### src/design/mas_pkg.sv
package mas_pkg;

	localparam int SAMPLE_W    = 12;
	localparam int SUM_W       = 16;
	localparam int AVG_SHIFT   = 4;
	localparam int MOIST_W     = 15;
	localparam int PROD_W      = SAMPLE_W + MOIST_W;
	localparam int CFG_IDX_W   = 2;
	localparam int CFG_DATA_W  = 15;
	localparam int QUEUE_DEPTH = 2;

	localparam int BURST_LEN_DEFAULT = 16;

	localparam logic [MOIST_W-1:0]  FULL_SCALE   = 15'd25600;
	localparam logic [SAMPLE_W-1:0] DRY_RESET    = 12'd3000;
	localparam logic [SAMPLE_W-1:0] WET_RESET    = 12'd1500;
	localparam logic [MOIST_W-1:0]  THRESH_RESET = 15'd7680;

	localparam logic [CFG_IDX_W-1:0] REG_DRY    = 2'd0;
	localparam logic [CFG_IDX_W-1:0] REG_WET    = 2'd1;
	localparam logic [CFG_IDX_W-1:0] REG_THRESH = 2'd2;

	typedef struct packed {
		logic                fault;
		logic [SAMPLE_W-1:0] avg;
	} job_t;

	typedef struct packed {
		logic [SAMPLE_W-1:0] dry_point;
		logic [SAMPLE_W-1:0] wet_point;
		logic [MOIST_W-1:0]  water_threshold;
	} cfg_t;

	typedef struct packed {
		logic [SAMPLE_W-1:0] avg_raw;
		logic [MOIST_W-1:0]  moisture;
		logic                water_low;
		logic                fault;
	} reading_t;

endpackage

### src/design/mas_if.sv
interface mas_sample_if;
	logic                          valid;
	logic                          ready;
	logic [mas_pkg::SAMPLE_W-1:0]  sample;
	logic                          sample_ok;

	modport source(output valid, sample, sample_ok, input ready);
	modport sink(input valid, sample, sample_ok, output ready);
endinterface

interface mas_reading_if;
	logic                          valid;
	logic                          ready;
	logic [mas_pkg::SAMPLE_W-1:0]  avg_raw;
	logic [mas_pkg::MOIST_W-1:0]   moisture;
	logic                          water_low;
	logic                          fault;

	modport source(output valid, avg_raw, moisture, water_low, fault, input ready);
	modport sink(input valid, avg_raw, moisture, water_low, fault, output ready);
endinterface

### src/design/mas_front.sv
module mas_front #(
	parameter int BURST_LEN = mas_pkg::BURST_LEN_DEFAULT
) (
	input  logic                         clk,
	input  logic                         arst_n,
	input  logic                         accept,
	input  logic [mas_pkg::SAMPLE_W-1:0] sample,
	input  logic                         sample_ok,
	output logic                         push,
	output mas_pkg::job_t                push_job
);

	localparam int CNT_W = (BURST_LEN > 2) ? $clog2(BURST_LEN) : 1;
	localparam logic [CNT_W-1:0] LAST = CNT_W'(BURST_LEN - 1);

	logic [mas_pkg::SUM_W-1:0] sum_q;
	logic [CNT_W-1:0]          cnt_q;
	logic [mas_pkg::SUM_W-1:0] sum_next;

	assign sum_next = sum_q + mas_pkg::SUM_W'(sample);

	always_comb begin
		push              = accept && (!sample_ok || cnt_q == LAST);
		push_job.fault    = !sample_ok;
		push_job.avg      = sample_ok ?
			sum_next[mas_pkg::AVG_SHIFT +: mas_pkg::SAMPLE_W] : '0;
	end

	always_ff @(posedge clk or negedge arst_n) begin
		if (!arst_n) begin
			sum_q <= '0;
			cnt_q <= '0;
		end else if (accept) begin
			if (!sample_ok || cnt_q == LAST) begin
				sum_q <= '0;
				cnt_q <= '0;
			end else begin
				sum_q <= sum_next;
				cnt_q <= cnt_q + 1'b1;
			end
		end
	end

endmodule

### src/design/mas_queue.sv
module mas_queue (
	input  logic          clk,
	input  logic          arst_n,
	input  logic          push,
	input  mas_pkg::job_t push_job,
	input  logic          pop,
	output logic          full,
	output logic          nonempty,
	output mas_pkg::job_t head
);

	localparam int PTR_W = (mas_pkg::QUEUE_DEPTH > 2) ? $clog2(mas_pkg::QUEUE_DEPTH) : 1;
	localparam int CNT_W = $clog2(mas_pkg::QUEUE_DEPTH + 1);
	localparam logic [PTR_W-1:0] PTR_LAST = PTR_W'(mas_pkg::QUEUE_DEPTH - 1);

	mas_pkg::job_t    slot_q [mas_pkg::QUEUE_DEPTH];
	logic [PTR_W-1:0] wr_q;
	logic [PTR_W-1:0] rd_q;
	logic [CNT_W-1:0] cnt_q;

	assign full     = cnt_q == CNT_W'(mas_pkg::QUEUE_DEPTH);
	assign nonempty = cnt_q != '0;
	assign head     = slot_q[rd_q];

	always_ff @(posedge clk) begin
		if (push && !full) slot_q[wr_q] <= push_job;
	end

	always_ff @(posedge clk or negedge arst_n) begin
		if (!arst_n) begin
			wr_q  <= '0;
			rd_q  <= '0;
			cnt_q <= '0;
		end else begin
			if (push && !full) wr_q <= (wr_q == PTR_LAST) ? '0 : wr_q + 1'b1;
			if (pop && nonempty) rd_q <= (rd_q == PTR_LAST) ? '0 : rd_q + 1'b1;
			unique case ({push && !full, pop && nonempty})
				2'b10:   cnt_q <= cnt_q + 1'b1;
				2'b01:   cnt_q <= cnt_q - 1'b1;
				default: cnt_q <= cnt_q;
			endcase
		end
	end

endmodule

### src/design/mas_back.sv
module mas_back (
	input  logic              clk,
	input  logic              arst_n,
	input  mas_pkg::cfg_t     cfg,
	input  logic              job_valid,
	input  mas_pkg::job_t     job,
	output logic              pop,
	output logic              rd_valid,
	input  logic              rd_ready,
	output mas_pkg::reading_t rd
);

	localparam int SW = mas_pkg::SAMPLE_W;
	localparam int MW = mas_pkg::MOIST_W;
	// dividend padded to an even bit count, two quotient bits per cycle
	localparam int NUM_W  = mas_pkg::PROD_W + (mas_pkg::PROD_W % 2);
	localparam int STEPS  = NUM_W / 2;
	localparam int STEP_W = $clog2(STEPS);
	localparam logic [STEP_W-1:0] STEP_LAST = STEP_W'(STEPS - 1);

	localparam logic [1:0] ST_IDLE = 2'd0;
	localparam logic [1:0] ST_DIV  = 2'd1;
	localparam logic [1:0] ST_FIN  = 2'd2;

	logic [1:0]        state_q;
	logic [STEP_W-1:0] step_q;
	logic [NUM_W-1:0]  num_q;
	logic [SW:0]       rem_q;
	logic [SW-1:0]     den_q;
	logic [SW-1:0]     avg_q;

	logic              res_valid_q;
	mas_pkg::reading_t res_q;

	logic [SW-1:0]                 hi, lo, diff;
	logic [mas_pkg::PROD_W-1:0]    prod;
	logic                          special;
	logic [MW-1:0]                 special_moist;
	logic                          load_ok;
	logic [NUM_W-1:0]              num_next;
	logic [SW:0]                   rem_next;

	assign hi   = (cfg.dry_point >= cfg.wet_point) ? cfg.dry_point : cfg.wet_point;
	assign lo   = (cfg.dry_point >= cfg.wet_point) ? cfg.wet_point : cfg.dry_point;
	assign diff = hi - job.avg;
	assign prod = mas_pkg::PROD_W'(diff) * mas_pkg::PROD_W'(mas_pkg::FULL_SCALE);

	assign special = job.fault || hi == lo || job.avg >= hi || job.avg <= lo;

	always_comb begin
		priority if (job.fault || hi == lo || job.avg >= hi) special_moist = '0;
		else                                                  special_moist = mas_pkg::FULL_SCALE;
	end

	assign load_ok = !res_valid_q || rd_ready;
	assign pop     = state_q == ST_IDLE && job_valid && (!special || load_ok);

	// restoring division, two bits per cycle
	always_comb begin
		logic [NUM_W-1:0] n;
		logic [SW:0]      r;
		n = num_q;
		r = rem_q;
		for (int k = 0; k < 2; k++) begin
			r = {r[SW-1:0], n[NUM_W-1]};
			n = {n[NUM_W-2:0], 1'b0};
			if (r >= {1'b0, den_q}) begin
				r    = r - {1'b0, den_q};
				n[0] = 1'b1;
			end
		end
		num_next = n;
		rem_next = r;
	end

	always_ff @(posedge clk) begin
		if (pop && !special) begin
			num_q <= NUM_W'(prod);
			rem_q <= '0;
			den_q <= hi - lo;
			avg_q <= job.avg;
		end else if (state_q == ST_DIV) begin
			num_q <= num_next;
			rem_q <= rem_next;
		end
	end

	always_ff @(posedge clk) begin
		if (pop && special) begin
			res_q.avg_raw   <= job.avg;
			res_q.moisture  <= special_moist;
			res_q.water_low <= !job.fault && special_moist < cfg.water_threshold;
			res_q.fault     <= job.fault;
		end else if (state_q == ST_FIN && load_ok) begin
			res_q.avg_raw   <= avg_q;
			res_q.moisture  <= num_q[MW-1:0];
			res_q.water_low <= num_q[MW-1:0] < cfg.water_threshold;
			res_q.fault     <= 1'b0;
		end
	end

	always_ff @(posedge clk or negedge arst_n) begin
		if (!arst_n) begin
			state_q     <= ST_IDLE;
			step_q      <= '0;
			res_valid_q <= 1'b0;
		end else begin
			unique case (state_q)
				ST_IDLE: begin
					if (pop && !special) begin
						state_q <= ST_DIV;
						step_q  <= '0;
					end
				end
				ST_DIV: begin
					step_q <= step_q + 1'b1;
					if (step_q == STEP_LAST) state_q <= ST_FIN;
				end
				ST_FIN: begin
					if (load_ok) state_q <= ST_IDLE;
				end
				default: state_q <= ST_IDLE;
			endcase

			if ((pop && special) || (state_q == ST_FIN && load_ok))
				res_valid_q <= 1'b1;
			else if (rd_ready)
				res_valid_q <= 1'b0;
		end
	end

	assign rd_valid = res_valid_q;
	assign rd       = res_q;

endmodule

### src/design/moisture_average_and_scale.sv
// Soil moisture burst averager.
// samples (sink): one 12-bit converter reading and its ok flag per beat.
// readings (source): avg_raw, moisture (percent, 8 fraction bits),
//   water_low and fault. One reading per BURST_LEN good samples, and one
//   fault reading for each failed sample, which also restarts the burst.
// cfg_we/cfg_index/cfg_data: 0 dry point, 1 wet point, 2 water threshold;
//   index 3 is ignored. Write only while the block is idle.
// Throughput: one sample beat per cycle. The back end takes one reading at
//   a time: a fault or clipped reading is loaded straight into the output
//   register; a scaled reading is multiplied as it leaves the queue, run
//   through a 2-bit-per-cycle divider, then loaded. A 2-entry queue between
//   the accumulator and the divider absorbs bursts; when it is full, samples.ready drops.
// From the burst-closing beat, a reading passes through the queue and the
//   output register, and a scaled one also through the divider states.
// When readings.ready is low the reading holds; the divider may finish the
//   next one and wait behind it, and the accumulator keeps taking samples
//   until the queue fills.
// Reset clears the burst, the queue and the output, and loads the
//   calibration registers with their defaults (3000, 1500, 7680).
module moisture_average_and_scale #(
	parameter int BURST_LEN = mas_pkg::BURST_LEN_DEFAULT
) (
	input  logic                            clk,
	input  logic                            arst_n,
	mas_sample_if.sink                      samples,
	mas_reading_if.source                   readings,
	input  logic                            cfg_we,
	input  logic [mas_pkg::CFG_IDX_W-1:0]   cfg_index,
	input  logic [mas_pkg::CFG_DATA_W-1:0]  cfg_data
);

	mas_pkg::cfg_t     cfg_q;
	mas_pkg::job_t     push_job, head;
	mas_pkg::reading_t rd;
	logic              push, pop, full, nonempty, accept;

	always_ff @(posedge clk or negedge arst_n) begin
		if (!arst_n) begin
			cfg_q.dry_point       <= mas_pkg::DRY_RESET;
			cfg_q.wet_point       <= mas_pkg::WET_RESET;
			cfg_q.water_threshold <= mas_pkg::THRESH_RESET;
		end else if (cfg_we) begin
			unique case (cfg_index)
				mas_pkg::REG_DRY:    cfg_q.dry_point <= cfg_data[mas_pkg::SAMPLE_W-1:0];
				mas_pkg::REG_WET:    cfg_q.wet_point <= cfg_data[mas_pkg::SAMPLE_W-1:0];
				mas_pkg::REG_THRESH: cfg_q.water_threshold <= cfg_data[mas_pkg::MOIST_W-1:0];
				default:             cfg_q <= cfg_q;
			endcase
		end
	end

	assign samples.ready = !full;
	assign accept        = samples.valid && !full;

	mas_front #(.BURST_LEN(BURST_LEN)) u_front (
		.clk       (clk),
		.arst_n    (arst_n),
		.accept    (accept),
		.sample    (samples.sample),
		.sample_ok (samples.sample_ok),
		.push      (push),
		.push_job  (push_job)
	);

	mas_queue u_queue (
		.clk      (clk),
		.arst_n   (arst_n),
		.push     (push),
		.push_job (push_job),
		.pop      (pop),
		.full     (full),
		.nonempty (nonempty),
		.head     (head)
	);

	mas_back u_back (
		.clk       (clk),
		.arst_n    (arst_n),
		.cfg       (cfg_q),
		.job_valid (nonempty),
		.job       (head),
		.pop       (pop),
		.rd_valid  (readings.valid),
		.rd_ready  (readings.ready),
		.rd        (rd)
	);

	assign readings.avg_raw   = rd.avg_raw;
	assign readings.moisture  = rd.moisture;
	assign readings.water_low = rd.water_low;
	assign readings.fault     = rd.fault;

endmodule

### src/flat_wrapper.sv
// flat-port wrapper written by rule: the top's interface ports become plain ports
module moisture_average_and_scale_flat 
#(
	parameter int BURST_LEN = mas_pkg::BURST_LEN_DEFAULT
)
  (clk, arst_n, cfg_we, cfg_index, cfg_data, samples_valid, samples_sample, samples_sample_ok, samples_ready, readings_valid, readings_avg_raw, readings_moisture, readings_water_low, readings_fault, readings_ready);
  mas_sample_if samples_i ();
  mas_reading_if readings_i ();
  input  logic clk;
  input  logic arst_n;
  input  logic cfg_we;
  input  logic [mas_pkg::CFG_IDX_W-1:0] cfg_index;
  input  logic [mas_pkg::CFG_DATA_W-1:0] cfg_data;
  input wire logic [$bits(samples_i.valid)-1:0] samples_valid;
  input wire logic [$bits(samples_i.sample)-1:0] samples_sample;
  input wire logic [$bits(samples_i.sample_ok)-1:0] samples_sample_ok;
  output wire logic [$bits(samples_i.ready)-1:0] samples_ready;
  output wire logic [$bits(readings_i.valid)-1:0] readings_valid;
  output wire logic [$bits(readings_i.avg_raw)-1:0] readings_avg_raw;
  output wire logic [$bits(readings_i.moisture)-1:0] readings_moisture;
  output wire logic [$bits(readings_i.water_low)-1:0] readings_water_low;
  output wire logic [$bits(readings_i.fault)-1:0] readings_fault;
  input wire logic [$bits(readings_i.ready)-1:0] readings_ready;
  assign samples_i.valid = samples_valid;
  assign samples_i.sample = samples_sample;
  assign samples_i.sample_ok = samples_sample_ok;
  assign samples_ready = samples_i.ready;
  assign readings_valid = readings_i.valid;
  assign readings_avg_raw = readings_i.avg_raw;
  assign readings_moisture = readings_i.moisture;
  assign readings_water_low = readings_i.water_low;
  assign readings_fault = readings_i.fault;
  assign readings_i.ready = readings_ready;
  moisture_average_and_scale #(.BURST_LEN(BURST_LEN)) u_core (.clk(clk), .arst_n(arst_n), .samples(samples_i), .readings(readings_i), .cfg_we(cfg_we), .cfg_index(cfg_index), .cfg_data(cfg_data));
endmodule
### config.mk
export PLATFORM = sky130hd
export DESIGN_NAME = moisture_average_and_scale_flat
export DESIGN_NICKNAME = d
export VERILOG_FILES = /design/src/design/mas_pkg.sv /design/src/design/mas_if.sv /design/src/design/mas_front.sv /design/src/design/mas_queue.sv /design/src/design/mas_back.sv /design/src/design/moisture_average_and_scale.sv /design/src/flat_wrapper.sv
export SDC_FILE = /design/constraint.sdc
export NUM_CORES = 1
export LEC_CHECK = 0
export BUFFER_PORTS_ARGS = -buffer_cell sky130_fd_sc_hd__buf_2
export CELL_PAD_IN_SITES_DETAIL_PLACEMENT = 2
export CELL_PAD_IN_SITES_GLOBAL_PLACEMENT = 2
export CORE_UTILIZATION = 44
export DETAILED_ROUTE_END_ITERATION = 8
export PLACE_DENSITY_LB_ADDON = 0.1
export SLEW_MARGIN = 30
export SYNTH_ARGS = -nofsm -noshare
export SYNTH_HDL_FRONTEND = slang
export SYNTH_SLANG_ARGS = --single-unit
### constraint.sdc
create_clock -name clk -period 12.3 [get_ports clk]
set_input_delay 1.845 -clock clk [delete_from_list [all_inputs] [get_ports clk]]
set_output_delay 1.845 -clock clk [all_outputs]
set_load 0.05 [all_outputs]
==> reports/metrics.csv <==
stage;metric;value;unit
logic_synthesis;async set or reset register ratio after synthesis;37.04;%
logic_synthesis;Area contributors post-synth;sky130_fd_sc_hd__edfxtp_1 (23%), sky130_fd_sc_hd__ha_1 (13%), sky130_fd_sc_hd__dfrtp_1 (10%), sky130_fd_sc_hd__mux2_2 (4.3%), sky130_fd_sc_hd__dfstp_2 (3.8%);
clock_network;number of cells upsized or downsized after cts;0;
drt;number of vias per cell;5.781;
worst_setup_path;Max stage delay cell, worst path;sky130_fd_sc_hd__nand2_1;
timing;Rel. slew slack;35.21;%
timing;worst clock skew;19.43;ps
logic_synthesis;average cell area after synthesis;10.20;sq um
clock_network;clk slew on worst S/H paths;90;ps
finish;post-route design area;13960;sq um
timing;setup total negative slack;0;ps
floorplan;number of top-level pins;66;
timing;Final min period;7652;ps
logic_synthesis;proportion of netlist area held by the largest area contributor;22.91;%
drt;router iterations before antenna repair;5;
drt;drc violations;0;
drt;met2 wire length;18340;microns
finish;layout overhead on the synthesized area;10.95;%
logic_synthesis;number of nets in the synthesized netlist;1413;
timing;post-route fraction of the period consumed by the critical path;62.21;%
hold_path;path type of the worst min-delay path;register to register;
finish;top library cells by usage in the layout, fill and taps aside;sky130_fd_sc_hd__ha_1 (135), sky130_fd_sc_hd__inv_1 (112), sky130_fd_sc_hd__edfxtp_1 (96), sky130_fd_sc_hd__nand2_1 (91), sky130_fd_sc_hd__o21ai_0 (71);
floorplan;area of the placeable core;27930;sq um
hold_path;Worst Hold Depth;2;
drt;routed vias;9712;
placed_design;Post-DP Area;13330;sq um
logic_synthesis;library cells used by synthesis;83;
floorplan;die width;171.1;microns
worst_setup_path;endpoint type of the worst setup path;register;
worst_setup_path;Most Frequent Cell on Critical Path;sky130_fd_sc_hd__ha_1;
worst_setup_path;kind of critical path;register to register;
drt;number of violations reported at the end of detailed-routing iteration 0;428;
grt;maximum number of pins on one net before global-route repair;71;
logic_synthesis;area of the mapped netlist;12580;sq um
timing;Setup Viol. Count Final;0;
clock_network;CTS Hold Bufs;0;
worst_setup_path;CP startpoint kind;register;
clock_network;worst skew pair latency;460;ps
placed_design;placer's final routability congestion estimate;0.8225;
grt;number of antenna violations at the first check in global routing;0;
clock_network;Inserted Clock Buffers;17;
finish;number of nets in the layout;1469;
clock_network;clock tree from TritonCTS;done;
logic_synthesis;top flip-flop cell by instance count after synthesis;sky130_fd_sc_hd__edfxtp_1;
worst_setup_path;data required time at the worst endpoint;12500;ps
drt;top routing layer used;met4;
worst_setup_path;Worst EP arrival;7860;ps
clock_network;Clk Tree Root Cell;sky130_fd_sc_hd__clkbuf_16;
worst_setup_path;Reg2Reg Depth;29;
clock_network;post-CTS setup-driven buffer insertion count;0;
logic_synthesis;library cell with the largest summed area after synthesis;sky130_fd_sc_hd__edfxtp_1;
clock_network;Bufs on Longest Clock Path;2;
grt;total gr overflow;0;
drt;DRT met1 WL;18250;microns
grt;vias in the first global route;10670;
grt;first-pass GRT wire length;61000;microns
run_status;status;finished clean;
finish;proportion of layout cells with a drive suffix above 1;15.21;%
logic_synthesis;sequential element share of the synthesized area;40.67;%
finish;count of inserted antenna diode cells;0;
placed_design;count of input and output buffers;65;
timing;slew at the pin with the worst max-slew slack;968.9;ps
clock_network;number of sinks handled by clock tree synthesis;189;
placed_design;half-perimeter wire length after detailed placement;28870;microns
drt;met3 routed WL;982;microns
timing;Hold Vio Cnt, Final;0;
logic_synthesis;Post-Synthesis Cells;1233;
finish;fraction of the core area covered by cells at the end of the flow;49.97;%
floorplan;height of the die;171.1;microns
floorplan;total number of placement rows;61;
finish;leading cell type in the layout, fill and taps excluded;sky130_fd_sc_hd__ha_1;
timing;highest attainable clock frequency;130.7;MHz
drt;average wire per cell in the routed design;23.04;microns
clock_network;number of H-tree levels;4;
worst_setup_path;worst-path maximum fanout;25;
drt;Detail Route Antenna Nets;0;
grt;total routing resource utilization after global routing;27.72;%
floorplan;effective utilization at floorplan;45.04;%
logic_synthesis;number of enable flip-flop cells after synthesis;96;
timing;Slew Limit Fails;0;
logic_synthesis;warning count from the yosys run;0;
worst_setup_path;kind of cell with the highest combined delay on the critical path;compound AO/OA/AOI/OAI gates;
run;count of maximum capacitance violations;0;
worst_setup_path;CP Buf/Inv Count;3;
timing;worst hold margin;493.0;ps
logic_synthesis;Synth Register Bits;189;
worst_setup_path;maximum single-stage delay on the critical path;690;ps
worst_setup_path;number of logic stages on the critical path including buffering;29;
drt;Final Routed Wirelength;38700;microns
floorplan;die footprint;29280;sq um
timing;RSZ-0062 raised after global routing;no;
cell families (layout without fill, tap and decap cells):
group / Yosys count / after routing / synth area share, %
buf+inv: 148 / 217 / 4.763
simple gates: 309 / 309 / 12.35
mux: 84 / 84 / 7.170
flops: 189 / 189 / 40.67
fa+ha+maj: 145 / 145 / 15.02
compound gates: 291 / 291 / 15.36
xor+xnor: 67 / 67 / 4.664
metrics by stage:
stage,setup slack [ps],std cells
4_1_cts,4614,1680
6_report,4648,1680
3_5_place_dp,4794,1648
3_3_place_gp,5156,1646
5_1_grt,3920,1680
2_1_floorplan,5796,1233
cells in the mapped netlist (26+ instances only):
| library cell | n |
|---|---|
| sky130_fd_sc_hd__edfxtp_1 | 96 |
| sky130_fd_sc_hd__mux2_2 | 48 |
| sky130_fd_sc_hd__nor2_1 | 69 |
| sky130_fd_sc_hd__nor2b_1 | 28 |
| sky130_fd_sc_hd__mux2i_1 | 35 |
| sky130_fd_sc_hd__o21ai_0 | 72 |
| sky130_fd_sc_hd__nand3_1 | 26 |
| sky130_fd_sc_hd__xnor2_1 | 42 |
| sky130_fd_sc_hd__ha_1 | 135 |
| sky130_fd_sc_hd__inv_1 | 112 |
| sky130_fd_sc_hd__nand2_1 | 91 |
| sky130_fd_sc_hd__a21oi_1 | 64 |
| sky130_fd_sc_hd__dfrtp_1 | 52 |
worst reg2reg max path, delay by kind of cell (launching register included):
family | cells | cell delay (ps)
buffers and inverters | 3 | 170
AOI/OAI and AO/OA | 10 | 2320
adders and majority gates | 6 | 2040
and+or+nand+nor | 8 | 1980
xor gates and xnor gates | 2 | 310
DFF | 1 | 580
worst paths after layout:
kind | end | slack, ps | startpoint
setup / recovery | u_core.u_back.num_q[26]$_DFFE_PP_ | 4650 | u_core.cfg_q[25]$_DFFE_PN1P_
hold / removal | u_core.u_front.sum_q[0]$_DFFE_PN0P_ | 490 | u_core.u_front.sum_q[0]$_DFFE_PN0P_
setup reg to reg | u_core.u_back.num_q[26]$_DFFE_PP_ | 4650 | u_core.cfg_q[25]$_DFFE_PN1P_
hold reg to reg | u_core.u_front.sum_q[0]$_DFFE_PN0P_ | 490 | u_core.u_front.sum_q[0]$_DFFE_PN0P_
max in group asynchronous | u_core.cfg_q[27]$_DFFE_PN0P_ | 10380 | arst_n
min in group asynchronous | u_core.u_back.step_q[3]$_DFFE_PN0P_ | 1420 | arst_n
flip-flops by register name, indices dropped and copies added, names as in the netlist:
name,flops
u_core.u_back.den_q,12
u_core.u_back.step_q,4
u_core.u_back.rd,29
u_core.u_back.rem_q,12
u_core.u_front.sum_q,16
u_core.u_queue.wr_q,1
u_core.u_back.num_q,28
u_core.u_front.cnt_q,4
u_core.u_back.rd_valid,1
u_core.u_queue.rd_q,1
u_core.u_back.state_q,2
u_core.cfg_q,39
u_core.u_back.avg_q,12
u_core.u_queue.cnt_q,2
u_core.u_queue.slot_q,26
layer usage:
layer | vias to the layer above | GRT usage, %
li1 | 4546 | -
met1 | 4967 | 37.04
met2 | 148 | 45.90
met3 | 51 | 3.609
met4 | 0 | 9.899
met5 | - | 0
cell type report:
type / instances / area (sq um)
tap: 378 / 473.0
inverter: 112 / 420.4
fill: 2970 / 13970
clock buffer: 19 / 457.9
timing repair buffer: 73 / 431.7
clock inverter: 13 / 167.7
multi-input combinational: 896 / 6892
sequential: 189 / 5117
Power is left out: the tool's default activity adds up to more than one toggle a clock period on the data nets, which glitch-free logic cannot reach.
